## config.mk

```make
export PLATFORM = sky130hd
export DESIGN_NAME = lfsr_bounded_random_draw_unit_flat
export DESIGN_NICKNAME = d
export VERILOG_FILES = /design/src/hdl/lbrd_pkg.sv /design/src/hdl/lbrd_stream_if.sv /design/src/hdl/lbrd_lfsr.sv /design/src/hdl/lbrd_rem.sv /design/src/hdl/lfsr_bounded_random_draw_unit.sv /design/src/flat_wrapper.sv
export SDC_FILE = /design/constraint.sdc
export NUM_CORES = 1
export LEC_CHECK = 0
export BUFFER_PORTS_ARGS = -buffer_cell sky130_fd_sc_hd__buf_2
export CAP_MARGIN = 20
export CORE_MARGIN = 3
export CORE_UTILIZATION = 45
export CTS_CLUSTER_SIZE = 25
export DETAILED_ROUTE_END_ITERATION = 10
export PLACE_DENSITY = 0.7
export REMOVE_ABC_BUFFERS = 1
export SYNTH_ARGS = -nofsm -noshare
export SYNTH_HDL_FRONTEND = slang
export SYNTH_SLANG_ARGS = --single-unit
```

## constraint.sdc

```tcl
create_clock -name clk -period 5.25 [get_ports clk]
set_input_delay 0.2625 -clock clk [delete_from_list [all_inputs] [get_ports clk]]
set_output_delay 0.2625 -clock clk [all_outputs]
set_load 0.03 [all_outputs]
```

## src/hdl/lbrd_pkg.sv

```systemverilog
// ----------------------------------------------------------------------------
// lbrd_pkg
// shared widths, constants, control structs and the lfsr feedback function
// ----------------------------------------------------------------------------
package lbrd_pkg;

  localparam int DRAW_BITS = 9;
  localparam int BOUND_W   = 15;
  localparam int SEED_W    = 32;
  localparam int VALUE_W   = 10;
  localparam int TMP_W     = (DRAW_BITS + 1 > BOUND_W + 1) ? DRAW_BITS + 1 : BOUND_W + 1;
  localparam int CNT_W     = $clog2(DRAW_BITS + 1);

  localparam logic [SEED_W-1:0] SEED_RESET  = 32'h3568_3568;
  localparam logic [SEED_W-1:0] SEED_ESCAPE = 32'd12478;

  localparam logic ACT_DRAW = 1'b0;
  localparam logic ACT_LOAD = 1'b1;

  typedef struct packed {
    logic load;
    logic step;
    logic last;
  } lbrd_lfsr_ctl_t;

  typedef struct packed {
    logic clear;
    logic step;
  } lbrd_rem_ctl_t;

  // taps 0, 1, 2, 4, 6 and 31
  function automatic logic lbrd_feedback(input logic [SEED_W-1:0] s);
    lbrd_feedback = s[0] ^ s[1] ^ s[2] ^ s[4] ^ s[6] ^ s[31];
  endfunction

endpackage

```

## src/hdl/lbrd_stream_if.sv

```systemverilog
// ----------------------------------------------------------------------------
// lbrd request and response channels
// valid/ready channels carrying the draw request and its response
// ----------------------------------------------------------------------------
interface lbrd_req_if;
  logic                         valid;
  logic                         ready;
  logic                         action;
  logic [lbrd_pkg::BOUND_W-1:0] bound;
  logic [lbrd_pkg::SEED_W-1:0]  seed_value;

  modport source (output valid, output action, output bound, output seed_value,
                  input ready);
  modport sink   (input valid, input action, input bound, input seed_value,
                  output ready);
endinterface

interface lbrd_rsp_if;
  logic                         valid;
  logic                         ready;
  logic [lbrd_pkg::VALUE_W-1:0] value;
  logic                         error;
  logic [lbrd_pkg::SEED_W-1:0]  seed_now;

  modport source (output valid, output value, output error, output seed_now,
                  input ready);
  modport sink   (input valid, input value, input error, input seed_now,
                  output ready);
endinterface

```

## src/hdl/lbrd_lfsr.sv

```systemverilog
// ----------------------------------------------------------------------------
// lbrd_lfsr
// seed register with one fibonacci lfsr step per cycle while step is set
// ----------------------------------------------------------------------------
module lbrd_lfsr (
  input  logic                         clk,
  input  logic                         rst,
  input  lbrd_pkg::lbrd_lfsr_ctl_t     ctl,
  input  logic [lbrd_pkg::SEED_W-1:0]  load_value,
  output logic [lbrd_pkg::SEED_W-1:0]  seed,
  output logic [lbrd_pkg::SEED_W-1:0]  seed_next,
  output logic                         fb
);
  import lbrd_pkg::*;

  logic [SEED_W-1:0] stepped;

  always_comb begin
    fb        = lbrd_feedback(seed);
    stepped   = {fb, seed[SEED_W-1:1]};
    seed_next = seed;
    if (ctl.load) begin
      seed_next = load_value;
    end else if (ctl.step) begin
      seed_next = stepped;
      // an all-zero seed would lock up, escape on the final step
      if (ctl.last && (stepped == '0)) begin
        seed_next = SEED_ESCAPE;
      end
    end
  end

  always_ff @(posedge clk) begin
    if (rst) begin
      seed <= SEED_RESET;
    end else begin
      seed <= seed_next;
    end
  end

endmodule

```

## src/hdl/lbrd_rem.sv

```systemverilog
// ----------------------------------------------------------------------------
// lbrd_rem
// restoring remainder, one dividend bit per cycle while step is set, msb first
// ----------------------------------------------------------------------------
module lbrd_rem (
  input  logic                          clk,
  input  lbrd_pkg::lbrd_rem_ctl_t       ctl,
  input  logic                          bit_in,
  input  logic [lbrd_pkg::BOUND_W-1:0]  bound,
  output logic [lbrd_pkg::DRAW_BITS-1:0] rem,
  output logic [lbrd_pkg::DRAW_BITS-1:0] rem_next
);
  import lbrd_pkg::*;

  logic [TMP_W-1:0] trial;

  always_comb begin
    trial = (TMP_W'(rem) << 1) | TMP_W'(bit_in);
    if (trial >= TMP_W'(bound)) begin
      trial = trial - TMP_W'(bound);
    end
    rem_next = rem;
    if (ctl.clear) begin
      rem_next = '0;
    end else if (ctl.step) begin
      rem_next = trial[DRAW_BITS-1:0];
    end
  end

  always_ff @(posedge clk) begin
    rem <= rem_next;
  end

endmodule

```

## src/hdl/lfsr_bounded_random_draw_unit.sv

```systemverilog
// ----------------------------------------------------------------------------
// lfsr_bounded_random_draw_unit
// bounded random draw from a 32-bit fibonacci lfsr
// ----------------------------------------------------------------------------
// A draw request with bound n runs nine lfsr steps, one per clock, and feeds
// each new feedback bit straight into a restoring remainder stage, so the
// result (random mod n) + 1 is ready when the last step is done, and the
// response is registered as that last step is taken. Each step is the single
// lfsr step and the single compare/subtract of the remainder stage.
// A load request or a draw with bound zero is answered in the cycle after its
// transfer. The request side is not ready while a draw runs, or while an
// earlier response is still waiting and not being taken in the same cycle.
// Every response carries the seed as it stands after its request.
// ----------------------------------------------------------------------------
module lfsr_bounded_random_draw_unit (
  input logic        clk,
  input logic        rst,
  lbrd_req_if.sink   req,
  lbrd_rsp_if.source rsp
);
  import lbrd_pkg::*;

  typedef enum logic [1:0] {
    ST_IDLE = 2'b01,
    ST_RUN  = 2'b10
  } state_t;

  state_t               state, state_next;
  logic [CNT_W-1:0]     cnt;
  logic [BOUND_W-1:0]   bound_q;
  logic                 req_xfer;
  logic                 last_step;
  logic                 is_load;
  logic                 is_error;

  lbrd_lfsr_ctl_t       lfsr_ctl;
  lbrd_rem_ctl_t        rem_ctl;
  logic [SEED_W-1:0]    seed;
  logic [SEED_W-1:0]    seed_next;
  logic                 fb;
  logic [DRAW_BITS-1:0] rem;
  logic [DRAW_BITS-1:0] rem_next;
  logic [TMP_W-1:0]     value_sum;

  // response register, free or being emptied before a new request is taken
  assign req.ready = (state == ST_IDLE) && (!rsp.valid || rsp.ready);
  assign req_xfer  = req.valid && req.ready;
  assign is_load   = req_xfer && (req.action == ACT_LOAD);
  assign is_error  = req_xfer && (req.action == ACT_DRAW) && (req.bound == '0);
  assign last_step = (state == ST_RUN) && (cnt == CNT_W'(DRAW_BITS - 1));

  // sequencer
  always_comb begin
    state_next = state;
    unique case (state)
      ST_IDLE: begin
        if (req_xfer && (req.action == ACT_DRAW) && (req.bound != '0)) begin
          state_next = ST_RUN;
        end
      end
      ST_RUN: begin
        if (last_step) begin
          state_next = ST_IDLE;
        end
      end
      default: state_next = ST_IDLE;
    endcase
  end

  always_ff @(posedge clk) begin
    if (rst) begin
      state <= ST_IDLE;
      cnt   <= '0;
    end else begin
      state <= state_next;
      if (state == ST_RUN) begin
        cnt <= last_step ? '0 : cnt + CNT_W'(1);
      end else begin
        cnt <= '0;
      end
    end
  end

  // bound is held for the whole draw
  always_ff @(posedge clk) begin
    if (req_xfer) begin
      bound_q <= req.bound;
    end
  end

  always_comb begin
    lfsr_ctl.load = is_load;
    lfsr_ctl.step = (state == ST_RUN);
    lfsr_ctl.last = last_step;
    rem_ctl.clear = req_xfer;
    rem_ctl.step  = (state == ST_RUN);
  end

  lbrd_lfsr u_lfsr (
    .clk        (clk),
    .rst        (rst),
    .ctl        (lfsr_ctl),
    .load_value (req.seed_value),
    .seed       (seed),
    .seed_next  (seed_next),
    .fb         (fb)
  );

  lbrd_rem u_rem (
    .clk      (clk),
    .ctl      (rem_ctl),
    .bit_in   (fb),
    .bound    (bound_q),
    .rem      (rem),
    .rem_next (rem_next)
  );

  assign value_sum = TMP_W'(rem_next) + TMP_W'(1);

  // response register
  always_ff @(posedge clk) begin
    if (rst) begin
      rsp.valid <= 1'b0;
    end else if (is_load || is_error || last_step) begin
      rsp.valid <= 1'b1;
    end else if (rsp.ready) begin
      rsp.valid <= 1'b0;
    end
  end

  always_ff @(posedge clk) begin
    if (is_load || is_error) begin
      rsp.value    <= '0;
      rsp.error    <= is_error;
      rsp.seed_now <= seed_next;
    end else if (last_step) begin
      rsp.value    <= value_sum[VALUE_W-1:0];
      rsp.error    <= 1'b0;
      rsp.seed_now <= seed_next;
    end
  end

  // checks
  a_ready_only_idle: assert property (@(posedge clk) disable iff (rst)
    req.ready |-> (state == ST_IDLE))
    else $error("request ready outside idle");

  a_no_rsp_while_run: assert property (@(posedge clk) disable iff (rst)
    (state == ST_RUN) |-> !rsp.valid)
    else $error("response pending during a draw");

  a_zero_bound_error: assert property (@(posedge clk) disable iff (rst)
    is_error |=> (rsp.valid && rsp.error && (rsp.value == '0) && $stable(seed)))
    else $error("zero bound not flagged or seed changed");

  a_rem_below_bound: assert property (@(posedge clk) disable iff (rst)
    ((state == ST_RUN) && (cnt != '0)) |-> (TMP_W'(rem) < TMP_W'(bound_q)))
    else $error("remainder not below bound");

  a_draw_nonzero: assert property (@(posedge clk) disable iff (rst)
    last_step |=> (rsp.valid && !rsp.error && (rsp.seed_now != '0)))
    else $error("draw response malformed");

endmodule

```

## src/flat_wrapper.sv

```systemverilog
// flat-port wrapper written by rule: the top's interface ports become plain ports
module lfsr_bounded_random_draw_unit_flat import lbrd_pkg::*;
  (clk, rst, req_valid, req_action, req_bound, req_seed_value, req_ready, rsp_valid, rsp_value, rsp_error, rsp_seed_now, rsp_ready);
  lbrd_req_if req_i ();
  lbrd_rsp_if rsp_i ();
  input logic clk;
  input logic rst;
  input wire logic [$bits(req_i.valid)-1:0] req_valid;
  input wire logic [$bits(req_i.action)-1:0] req_action;
  input wire logic [$bits(req_i.bound)-1:0] req_bound;
  input wire logic [$bits(req_i.seed_value)-1:0] req_seed_value;
  output wire logic [$bits(req_i.ready)-1:0] req_ready;
  output wire logic [$bits(rsp_i.valid)-1:0] rsp_valid;
  output wire logic [$bits(rsp_i.value)-1:0] rsp_value;
  output wire logic [$bits(rsp_i.error)-1:0] rsp_error;
  output wire logic [$bits(rsp_i.seed_now)-1:0] rsp_seed_now;
  input wire logic [$bits(rsp_i.ready)-1:0] rsp_ready;
  assign req_i.valid = req_valid;
  assign req_i.action = req_action;
  assign req_i.bound = req_bound;
  assign req_i.seed_value = req_seed_value;
  assign req_ready = req_i.ready;
  assign rsp_valid = rsp_i.valid;
  assign rsp_value = rsp_i.value;
  assign rsp_error = rsp_i.error;
  assign rsp_seed_now = rsp_i.seed_now;
  assign rsp_i.ready = rsp_ready;
  lfsr_bounded_random_draw_unit u_core (.clk(clk), .rst(rst), .req(req_i), .rsp(rsp_i));
endmodule
```

Word level (Yosys, flattened, before mapping)
Index checks and enable logic that the tools add are counted.

Bits in registers: 106. Input port bits: 52. Output and inout port bits: 45. Word-level logic and storage cells: 60.

Add/subtract/negate cells: 3. Order comparisons: 1. Equal/unequal tests: 5. Mux-type cells: 15. Bitwise logic cells: 8. Reductions and logical operators: 19.

Operator list (count): two-way mux 32 bit (5); zero test 32 bit (1); two-way mux 9 bit (3); >= comparator 10 x 15 -> 1 bit (1); zero test 15 bit (1); nonzero test 15 bit (1); adder 9 x 1 -> 10 bit (second input constant) (1); OR 10 x 1 -> 10 bit (1); subtractor 9 bit (1); logical AND 1 bit (8); bitwise XOR 1 bit (5); adder 4 x 1 -> 4 bit (second input constant) (1); == test 4 bit (second input constant) (1); two-way mux 1 bit (4); two-way mux 2 bit (2); case mux 2 bit (2 select lines) (1); nonzero test 2 bit (2); logical OR 1 bit (3); OR reduction 3 bit (1); == test 2 x 1 -> 1 bit (second input constant) (1); == test 2 bit (second input constant) (1); != test 2 x 1 -> 1 bit (second input constant) (1); != test 2 bit (second input constant) (1); NOT 1 bit (2); 2 further kinds (2).

Logic depth before layout (Yosys ltp)
Gate-level depths: netlist of run 1.

Depth after elaboration: 12. Depth in mapped cells: 17.

Modules after synthesis
From an unflattened synthesis of run 1, not the netlist that was laid out.

Cells, all modules: 456. Area, all modules: 4849.7 µm².

Modules (own cells, without submodules): lfsr_bounded_random_draw_unit (instances 1, cells each 140, area each 2294.7 µm², seq. area each 1781.7 µm²); lbrd_lfsr (instances 1, cells each 213, area each 1711.6 µm², seq. area each 640.6 µm²); lbrd_rem (instances 1, cells each 103, area each 843.3 µm², seq. area each 180.2 µm²).

Worst setup path after synthesis of run 1
Ideal clock, no wire load.

Kind: reg2reg. From: register u_core.u_lfsr.seed[2] (netlist name). To: register u_core.rsp.value[8]. Data arrival time: 3.491 ns. Path slack: 1.696 ns. Stages on the path, launching flop included: 18. Path buffers: 0. Clock period less this slack: 3.554 ns. Cell sequence: dfxtp_1 xor2_1 xnor2_1 xnor2_1 ha_1 inv_1 ha_1 nand2b_1 a211oi_1 o311a_4 o31ai_1 a2bb2oi_1 and2_1 ha_1 nor3b_1 and3_1 a2111o_1 nand3_1.

Longest elaborated chain between the ends: 10. Elaborated cells on any way between the ends: 11. Classes of those cells: 2 x add/sub; 1 x order compare; 3 x mux; 5 x bitwise.

Ends and longest elaborated chain: start, declared (RTL line lbrd_lfsr.sv:10) `output logic [lbrd_pkg::SEED_W-1:0] seed,`; start signal, assigned (RTL line lbrd_lfsr.sv:37) `seed <= seed_next;`; bitwise XOR 1 bit (*) (4 in series) (RTL line lbrd_pkg.sv:33) `lbrd_feedback = s[0] ^ s[1] ^ s[2] ^ s[4] ^ s[6] ^ s[31];`; OR 10 x 1 -> 10 bit (*) (RTL line lbrd_rem.sv:18) `trial = (TMP_W'(rem) << 1) | TMP_W'(bit_in);`; >= comparator 10 x 15 -> 1 bit or subtractor 9 bit (tied branches) (RTL line lbrd_rem.sv:19, lbrd_rem.sv:20); two-way mux 9 bit (*) (RTL line lbrd_rem.sv:19) `if (trial >= TMP_W'(bound)) begin`; two-way mux 9 bit (*) (RTL line lbrd_rem.sv:25) `end else if (ctl.step) begin`; two-way mux 9 bit (*) (RTL line lbrd_rem.sv:23) `if (ctl.clear) begin`; via u_core.rem_next[1] (RTL line lfsr_bounded_random_draw_unit.sv:42) `logic [DRAW_BITS-1:0] rem_next;`; adder 9 x 1 -> 10 bit (*) (RTL line lfsr_bounded_random_draw_unit.sv:118) `assign value_sum = TMP_W'(rem_next) + TMP_W'(1);`; end signal, assigned (RTL line lfsr_bounded_random_draw_unit.sv:137) `rsp.value <= value_sum[VALUE_W-1:0];`; end, declared (RTL line lbrd_stream_if.sv:25) `modport source (output valid, output value, output error, output seed_now,`.

Mark *: on every way through the listed nets, which the timed path passes. The rest lies on a longest branch. A chain may end at the register's enable or synchronous reset.

Final worst setup path of run 1
Ends and elaborated chain as after synthesis.

==> flow_summary.toml, run 1 <==
[floorplan]
floorplan.initialDensity = 0.468
fp.coreArea_um2 = 10500
die-area_um2 = 12200
io-pin-count = 97
floorplan.die.width_um = 110
dieHeight_um = 110
fp-row-count = 37

[synth]
synthFlopType = "sky130_fd_sc_hd__dfxtp_1"
syn-cell-area_um2 = 4900
synth.yosys.warnings = 0
synthTopCellsByArea = "sky130_fd_sc_hd__edfxtp_1 (29%), sky130_fd_sc_hd__dfxtp_1 (24%), sky130_fd_sc_hd__nand2_1 (5.1%), sky130_fd_sc_hd__nor2_1 (3.9%), sky130_fd_sc_hd__ha_1 (3.8%)"
yosysSeqAreaShare = 0.531
synthesis.instances = 490
asyncSetResetFlopFracSynth = 0
largest_area_contributor_in_the_synthesized_netlist = "sky130_fd_sc_hd__edfxtp_1"
avgSynthCellArea_um2 = 10.0
netlist-cell-type-count = 64
ys_seq_elements = 106
synth_edf_count = 48
synth_top_cell_area_share = 0.294

[timing]
fin_skew_ns = 0.0158
fin_setup_tns_ns = 0
number_of_pins_exceeding_their_max_slew_limit_in_the_final_report = 0
timing_hold_violations_final = 0
report.final.setup_viol = 0
finalCriticalPeriod_ns = 4.11
worst_slew_margin_rel = 0.519
finalHoldWorstSlack_ns = 0.0644
final.period_utilization = 0.783
tightestPinTransition_ns = 0.717
fmaxAchievable_mhz = 243
rsz_0062_raised_after_global_routing = "false"

[global_route]
number_of_global_route_vias_before_repair = 3724
grt_antenna_before_repair = 0
groute.usage.overall = 0.192
grt_first_pass_wirelength_mm = 18.1
pin_count_of_the_biggest_net_entering_global_routing = 43
grt_overflow_total = 0

[pwr]
power.static_leakage_nw = 2.34
power_per_cell_area_nw_per_um2 = 427
peakVddDrop_mv = 0.165
fin_total_pwr_mw = 2.45

[route]
route.vias.total = 3976
detail-route-antenna-nets = 0
drt-wirelength-per-cell_um = 15.8
detail_route.wirelength_mm = 11.5
first_pass_iters = 5
drt_iter0_drc = 260
routed_via_density = 5.47
drc = 0

[setup_path]
critical_path.endpoint_type = "register"
worst_r2r_path_depth = 17
crit_path_start_kind = "register"
cp.arrival_ns = 4.39
crit_path_max_fanout = 6
worst_ep_required_time_ns = 5.53
path_class = "reg2reg"

[layout]
final_area_um2 = 5750
nets = 654
fraction_of_final_layout_cells_with_drive_strength_greater_than_1 = 0.261
num-fill-cells = 949
syn_to_final_growth_pct = 17.3
antenna_cells = 0

[placement]
port_buffers = 96
gp_congestion = 0.861
hpwl_mm = 8.15
placedInstanceArea_um2 = 5540

[clocking]
cts-hold-fix-buffers = 0
clock_sink_count = 106
clk_root_buffer_cell = "sky130_fd_sc_hd__clkbuf_8"
inserted_clock_buffers = 9
cts.htree.levels = 3
tritoncts_clock_tree = "built"
clock_path_buffers = 2
cts.repair.resized = 0
clock_latency_ns = 0.39
number_of_buffers_added_for_setup_after_cts = 0
clkTransAtPathRegs_ns = 0.11

[hold_path]
hold_depth = 1
holdCritPathClass = "in2reg"

[run_status]
status = "completed"

[flow_run]
cap_violations = 0
-- area by class of cell --
class,count,area (um2),share of cell area
Clock buffer,9,124,0.0215
Clock inverter,7,81.3,0.0141
Multi-Input combinational cell,343,2150,0.374
Tap cell,136,170,0.0296
Timing Repair Buffer,103,533,0.0927
Inverter,23,86.3,0.0150
Sequential cell,106,2600,0.453
-- cell usage after synthesis, drive strengths merged, types with 2 or more instances --
cell type   n
nor3        8
a221oi      4
nand2      66
ha         15
clkbuf     18
nand4       6
o21ai      27
a31o        3
dfxtp      58
xnor2       5
nor4        9
nor2b      21
a21o        2
and3        4
a311oi      2
nand2b      8
nor4b       2
nor2       53
o31ai       2
a31oi      24
edfxtp     48
xor2        5
or3         2
or2        15
o41ai       2
inv        22
nand3       7
nor3b       3
o22ai       8
a21oi      12
a211oi      5
a32o        2
o21a        2
-- where the power goes --
group	internal, mW	switching [mW]	total [mW]
logic	0.294	0.520	0.814
registers	1.05	0.0837	1.13
clock network	0.190	0.318	0.508
-- registers in the layout, summed over array words and instances, names as in the netlist --
| name | flops |
|---|---|
| u_core.rsp.value | 10 |
| u_core.rsp.error | 1 |
| u_core.rsp.valid | 1 |
| u_core.bound_q | 15 |
| u_core.u_rem.rem | 9 |
| u_core.cnt | 4 |
| u_core.state | 2 |
| u_core.u_lfsr.seed | 32 |
| u_core.rsp.seed_now | 32 |
-- kinds of logic (layout without fill, tap and decap cells) --
logic type | after synthesis | in the layout | share of synthesized area
simple gates | 209 | 209 | 0.215
xor+xnor | 10 | 10 | 0.0179
fa+ha+maj | 16 | 16 | 0.0424
compound gates | 107 | 107 | 0.160
buf+inv | 41 | 142 | 0.0314
flops | 106 | 106 | 0.531
mux | 1 | 1 | 0.00204
-- critical path: stages (launching register included) --
cell,delay [ns]
sky130_fd_sc_hd__dfxtp_1,0.42
sky130_fd_sc_hd__xor2_1,0.20
sky130_fd_sc_hd__xnor2_1,0.17
sky130_fd_sc_hd__xnor2_1,0.11
sky130_fd_sc_hd__ha_1,0.30
sky130_fd_sc_hd__inv_1,0.07
sky130_fd_sc_hd__ha_1,0.18
sky130_fd_sc_hd__nand2b_1,0.17
sky130_fd_sc_hd__a211oi_1,0.55
sky130_fd_sc_hd__o311ai_2,0.27
sky130_fd_sc_hd__a21oi_1,0.20
sky130_fd_sc_hd__a2bb2oi_1,0.27
sky130_fd_sc_hd__and2_1,0.18
sky130_fd_sc_hd__ha_1,0.18
sky130_fd_sc_hd__nor3b_1,0.31
sky130_fd_sc_hd__and3_1,0.23
sky130_fd_sc_hd__a2111o_1,0.13
sky130_fd_sc_hd__nand3_1,0.07
-- worst paths after layout --
kind | from | to | slack (ns)
hold reg to reg | u_core.cnt[0]$_SDFF_PP0_ | u_core.cnt[0]$_SDFF_PP0_ | 0.48
hold / removal | req_bound[2] | u_core.bound_q[2]$_DFFE_PP_ | 0.06
setup / recovery | u_core.u_lfsr.seed[2]$_SDFF_PP0_ | u_core.rsp.value[8]$_SDFFE_PP0P_ | 1.14
setup reg to reg | u_core.u_lfsr.seed[2]$_SDFF_PP0_ | u_core.rsp.value[8]$_SDFFE_PP0P_ | 1.14
-- per-layer routing --
metal,routed length (um),GRT usage
met1,5090,0.256
met2,5510,0.315
met3,687,0.0291
met4,191,0.0739
met5,0,0
-- layout by cell type, fill, tap and decap left out, types with 2 or more instances in the layout --
master                     Yosys  routed
sky130_fd_sc_hd__a221oi_1      3       3
sky130_fd_sc_hd__dfxtp_1      58      58
sky130_fd_sc_hd__a31oi_1      24      24
sky130_fd_sc_hd__clkinv_4      0       3
sky130_fd_sc_hd__a32o_1        2       2
sky130_fd_sc_hd__ha_1         15      15
sky130_fd_sc_hd__nand2b_1      8       8
sky130_fd_sc_hd__clkinv_8      0       2
sky130_fd_sc_hd__nand2_1      66      66
sky130_fd_sc_hd__nor4_1        9       9
sky130_fd_sc_hd__o21ai_1       2       2
sky130_fd_sc_hd__and3_1        4       4
sky130_fd_sc_hd__a21o_1        2       2
sky130_fd_sc_hd__or2_2        15      15
sky130_fd_sc_hd__o41ai_2       2       2
sky130_fd_sc_hd__o21ai_0      25      25
sky130_fd_sc_hd__buf_4         0       7
sky130_fd_sc_hd__inv_1        22      22
sky130_fd_sc_hd__nor2b_1      21      20
sky130_fd_sc_hd__nor3_1        8       8
sky130_fd_sc_hd__edfxtp_1     48      48
sky130_fd_sc_hd__xnor2_1       5       5
sky130_fd_sc_hd__or3_1         2       2
sky130_fd_sc_hd__buf_2         0      96
sky130_fd_sc_hd__nor2_1       51      51
sky130_fd_sc_hd__clkbuf_8      0       9
sky130_fd_sc_hd__xor2_1        5       5
sky130_fd_sc_hd__a31o_2        2       2
sky130_fd_sc_hd__a211oi_1      5       5
sky130_fd_sc_hd__nand4_1       6       6
sky130_fd_sc_hd__a21oi_1      11      11
sky130_fd_sc_hd__inv_8         0       2
sky130_fd_sc_hd__o22ai_1       8       8
sky130_fd_sc_hd__nor3b_1       2       2
sky130_fd_sc_hd__nand3_1       7       7
-- through the flow --
step,utilization,setup WS [ns],cells
after floorplan,-,1.58,472
after global placement,0.530,1.50,711
after detailed placement,0.530,1.31,711
after CTS,0.549,1.14,727
after global routing,0.549,0.766,727
final,0.549,1.14,727
No activity file was read; power rests on OpenSTA's default activity.
==> inputs of run 2 (changes only) <==
ABC_AREA = 1   (was unset)
PLACE_DENSITY = 0.72   (was 0.7)
clock period = 3.5 ns   (was 5.25 ns; I/O delays follow)
==> run 2 against run 1 <==
Cell count rose by 19%. First-iteration DRC count rose by 20%. Utilization rose by 1.2 points. Flip-flop and latch count did not move. Highest routed layer unchanged. Area after synthesis rose by 5.2%. Register-to-register slack got worse by 0.97 ns. Sequential share of layout area fell by 3.2 points. Largest power group unchanged.
==> flow_summary.toml, run 2 <==
[synth]
asyncSetResetFlopFracSynth = 0
largest_area_contributor_in_the_synthesized_netlist = "sky130_fd_sc_hd__edfxtp_1"
avgSynthCellArea_um2 = 8.26
netlist_top_cells_count = "sky130_fd_sc_hd__nand2_1 (132), sky130_fd_sc_hd__inv_1 (81), sky130_fd_sc_hd__nor2_1 (62), sky130_fd_sc_hd__dfxtp_1 (58), sky130_fd_sc_hd__edfxtp_1 (48)"
synth_edf_count = 48
ys_seq_elements = 106
synth.yosys.warnings = 0
yosysSeqAreaShare = 0.505
synthTopCellsByArea = "sky130_fd_sc_hd__edfxtp_1 (28%), sky130_fd_sc_hd__dfxtp_1 (23%), sky130_fd_sc_hd__nand2_1 (9.6%), sky130_fd_sc_hd__inv_1 (5.9%), sky130_fd_sc_hd__nor2_1 (4.5%)"
synthFlopType = "sky130_fd_sc_hd__dfxtp_1"
syn-cell-area_um2 = 5160
synthesis.instances = 624
synthMostInstantiatedCell = "sky130_fd_sc_hd__nand2_1"
synth_top_cell_area_share = 0.280
netlist-cell-type-count = 38

[layout]
syn_to_final_growth_pct = 20.1
final_area_um2 = 6190
nets = 790
antenna_cells = 0
most-common-layout-cells = "sky130_fd_sc_hd__nand2_1 (127), sky130_fd_sc_hd__buf_2 (96), sky130_fd_sc_hd__inv_1 (78)"
fraction_of_final_layout_cells_with_drive_strength_greater_than_1 = 0.253
layout_commonest_cell = "sky130_fd_sc_hd__nand2_1"
instances_no_fill = 867
reg.largest.list = "u_core.rsp.seed_now: 32 flops, u_core.u_lfsr.seed: 32 flops, u_core.bound_q: 15 flops"

[setup_path]
timing.critical_path.buf_inv = 5
rr_startpoint = "u_core.u_lfsr.seed[2]$_SDFF_PP0_"
worst_r2r_path_depth = 26
critical_path.endpoint_type = "register"
rr_endpoint = "u_core.rsp.value[6]$_SDFFE_PP0P_"
cpMaxStageDelayCell = "sky130_fd_sc_hd__dfxtp_4"
cp.arrival_ns = 3.60
regToRegSetupSlack_ns = 0.16
crit_path_start_kind = "register"
worst_ep_required_time_ns = 3.76
critical_path_s_largest_stage_delay_ns = 0.36
crit_family = "simple AND/OR/NAND/NOR gates"
crit_path_max_fanout = 8
timing.critical_path.mode_cell = "sky130_fd_sc_hd__nand2_1"
path_class = "reg2reg"

[timing]
finalCriticalPeriod_ns = 3.34
fin_skew_ns = 0.0104
final.period_utilization = 0.953
fmaxAchievable_mhz = 300
finalHoldWorstSlack_ns = 0.0103
fin_setup_tns_ns = 0
worst_slew_margin_rel = 0.567
timing_hold_violations_final = 0
rsz_0062_raised_after_global_routing = "true"
tightestPinTransition_ns = 0.649
report.final.setup_viol = 0
number_of_pins_exceeding_their_max_slew_limit_in_the_final_report = 0

[route]
detail-route-antenna-nets = 0
first_pass_iters = 6
drc = 0
drt-wirelength-per-cell_um = 14.0
detail_route.wirelength_mm = 12.1
routed_via_density = 5.14
route.vias.total = 4456
drt_iter0_drc = 313

[clocking]
clk_root_buffer_cell = "sky130_fd_sc_hd__clkbuf_16"
clkTransAtPathRegs_ns = 0.07
tritoncts_clock_tree = "built"
clock_path_buffers = 2
cts.htree.levels = 3
inserted_clock_buffers = 9
clock_sink_count = 106
clock_latency_ns = 0.35

[floorplan]
io-pin-count = 97
floorplan.initialDensity = 0.467
dieHeight_um = 113
fp.coreArea_um2 = 11000
fp-row-count = 38
floorplan.die.width_um = 113
die-area_um2 = 12800

[pwr]
power_per_cell_area_nw_per_um2 = 447
peakVddDrop_mv = 0.328
power.static_leakage_nw = 2.83
fin_total_pwr_mw = 2.77

[placement]
dpl.cell_count = 845
gp_congestion = 0.835
port_buffers = 96
hpwl_mm = 8.73
placedInstanceArea_um2 = 5760

[hold_path]
min_to = "u_core.bound_q[14]$_DFFE_PP_"
hold_depth = 1
hold_path.startpoint = "req_bound[14]"
holdCritPathClass = "in2reg"

[global_route]
pin_count_of_the_biggest_net_entering_global_routing = 40
groute.usage.overall = 0.192
number_of_global_route_vias_before_repair = 4172
grt_overflow_total = 0
grt_first_pass_wirelength_mm = 19.9
grt_antenna_before_repair = 0

[run_status]
status = "completed"

[flow_run]
cap_violations = 0
[run 2: cell count changes in the layout (fill, tap and decap cells not counted), sizes merged, moves of 21 or more]
cell,delta
inv,+64
nand2,+72
nor2b,-21
a31oi,-24
nand3,+41
a21oi,+33
[run 2: worst reg2reg max path, stage by stage, from the launching register on]
cell and delay (ns):
sky130_fd_sc_hd__dfxtp_4 0.36, sky130_fd_sc_hd__xnor2_2 0.16, sky130_fd_sc_hd__xor2_1 0.19, sky130_fd_sc_hd__xor2_1 0.16
sky130_fd_sc_hd__inv_1 0.08, sky130_fd_sc_hd__ha_4 0.29, sky130_fd_sc_hd__inv_4 0.04, sky130_fd_sc_hd__ha_4 0.21
sky130_fd_sc_hd__nand2_2 0.05, sky130_fd_sc_hd__nor2_1 0.04, sky130_fd_sc_hd__nand2_1 0.06, sky130_fd_sc_hd__nor2_1 0.04
sky130_fd_sc_hd__nor2_1 0.15, sky130_fd_sc_hd__nand2_2 0.15, sky130_fd_sc_hd__inv_2 0.10, sky130_fd_sc_hd__nand2_2 0.05
sky130_fd_sc_hd__nand3_2 0.07, sky130_fd_sc_hd__nand3_2 0.10, sky130_fd_sc_hd__inv_2 0.11, sky130_fd_sc_hd__ha_4 0.13
sky130_fd_sc_hd__nand4_1 0.20, sky130_fd_sc_hd__nor2_4 0.22, sky130_fd_sc_hd__nand2_1 0.07, sky130_fd_sc_hd__nand2_1 0.06
sky130_fd_sc_hd__nand3_1 0.06, sky130_fd_sc_hd__nand2_1 0.07, sky130_fd_sc_hd__inv_1 0.04
[run 2: logic make-up after synthesis]
family,Yosys count,synth area share
AOI/OAI and AO/OA,87,0.0937
xor gates and xnor gates,8,0.0136
adders and majority gates,16,0.0403
buffers and inverters,107,0.0818
DFF,106,0.505
and+or+nand+nor,300,0.266
[run 2: power breakdown]
| part | internal [mW] | switching, mW | total (mW) | leakage (nW) |
|---|---|---|---|---|
| combinational | 0.134 | 0.237 | 0.371 | 1.76 |
| sequential | 1.36 | 0.0273 | 1.39 | 0.918 |
| clock | 0.519 | 0.487 | 1.01 | 0.148 |
[run 2: metrics by stage]
| stage | worst slack, ns | util |
|---|---|---|
| final | 0.163 | 0.561 |
| after global routing | -0.141 | 0.561 |
| after CTS | 0.00314 | 0.549 |
| after detailed placement | 0.0256 | 0.522 |
| after global placement | 0.145 | 0.522 |
| after floorplan | -0.131 | - |
[run 2: worst max-delay path by stage]
stage                                          start  depth (start not counted)  slack, ns                                to
global placement    u_core.u_lfsr.seed[6]$_SDFF_PP1_                         26       0.14  u_core.rsp.value[6]$_SDFFE_PP0P_
CTS                 u_core.u_lfsr.seed[6]$_SDFF_PP1_                         26      0.003  u_core.rsp.value[6]$_SDFFE_PP0P_
global route        u_core.u_lfsr.seed[2]$_SDFF_PP0_                         26      -0.14  u_core.rsp.value[6]$_SDFFE_PP0P_
floorplan           u_core.u_lfsr.seed[6]$_SDFF_PP1_                         26      -0.13  u_core.rsp.value[6]$_SDFFE_PP0P_
detailed placement  u_core.u_lfsr.seed[6]$_SDFF_PP1_                         26       0.03  u_core.rsp.value[6]$_SDFFE_PP0P_
finish              u_core.u_lfsr.seed[2]$_SDFF_PP0_                         26       0.16  u_core.rsp.value[6]$_SDFFE_PP0P_
[run 2: per-layer routing]
layer	vias to the layer above	GRT usage	routed length [um]
met5	-	0	0
met4	0	0.0689	269
met3	26	0.0369	778
met2	154	0.302	5560
met1	2049	0.264	5510
li1	2227	-	-
[run 2: layout make-up]
| class | instances | area [um2] |
|---|---|---|
| Tap cell | 140 | 175 |
| Sequential cell | 106 | 2610 |
| Inverter | 85 | 322 |
| Clock buffer | 10 | 239 |
| Timing Repair Buffer | 109 | 578 |
| Fill cell | 1012 | 4840 |
| Multi-Input combinational cell | 411 | 2210 |
| Clock inverter | 6 | 58.8 |
[run 2: repair_timing]
item / 4_1_cts / 5_1_grt
endpoints found under the setup margin: 0 / 8
hold buffers: 0 / 0
gates resized for setup: 0 / 23
buffers inserted: 0 / 6
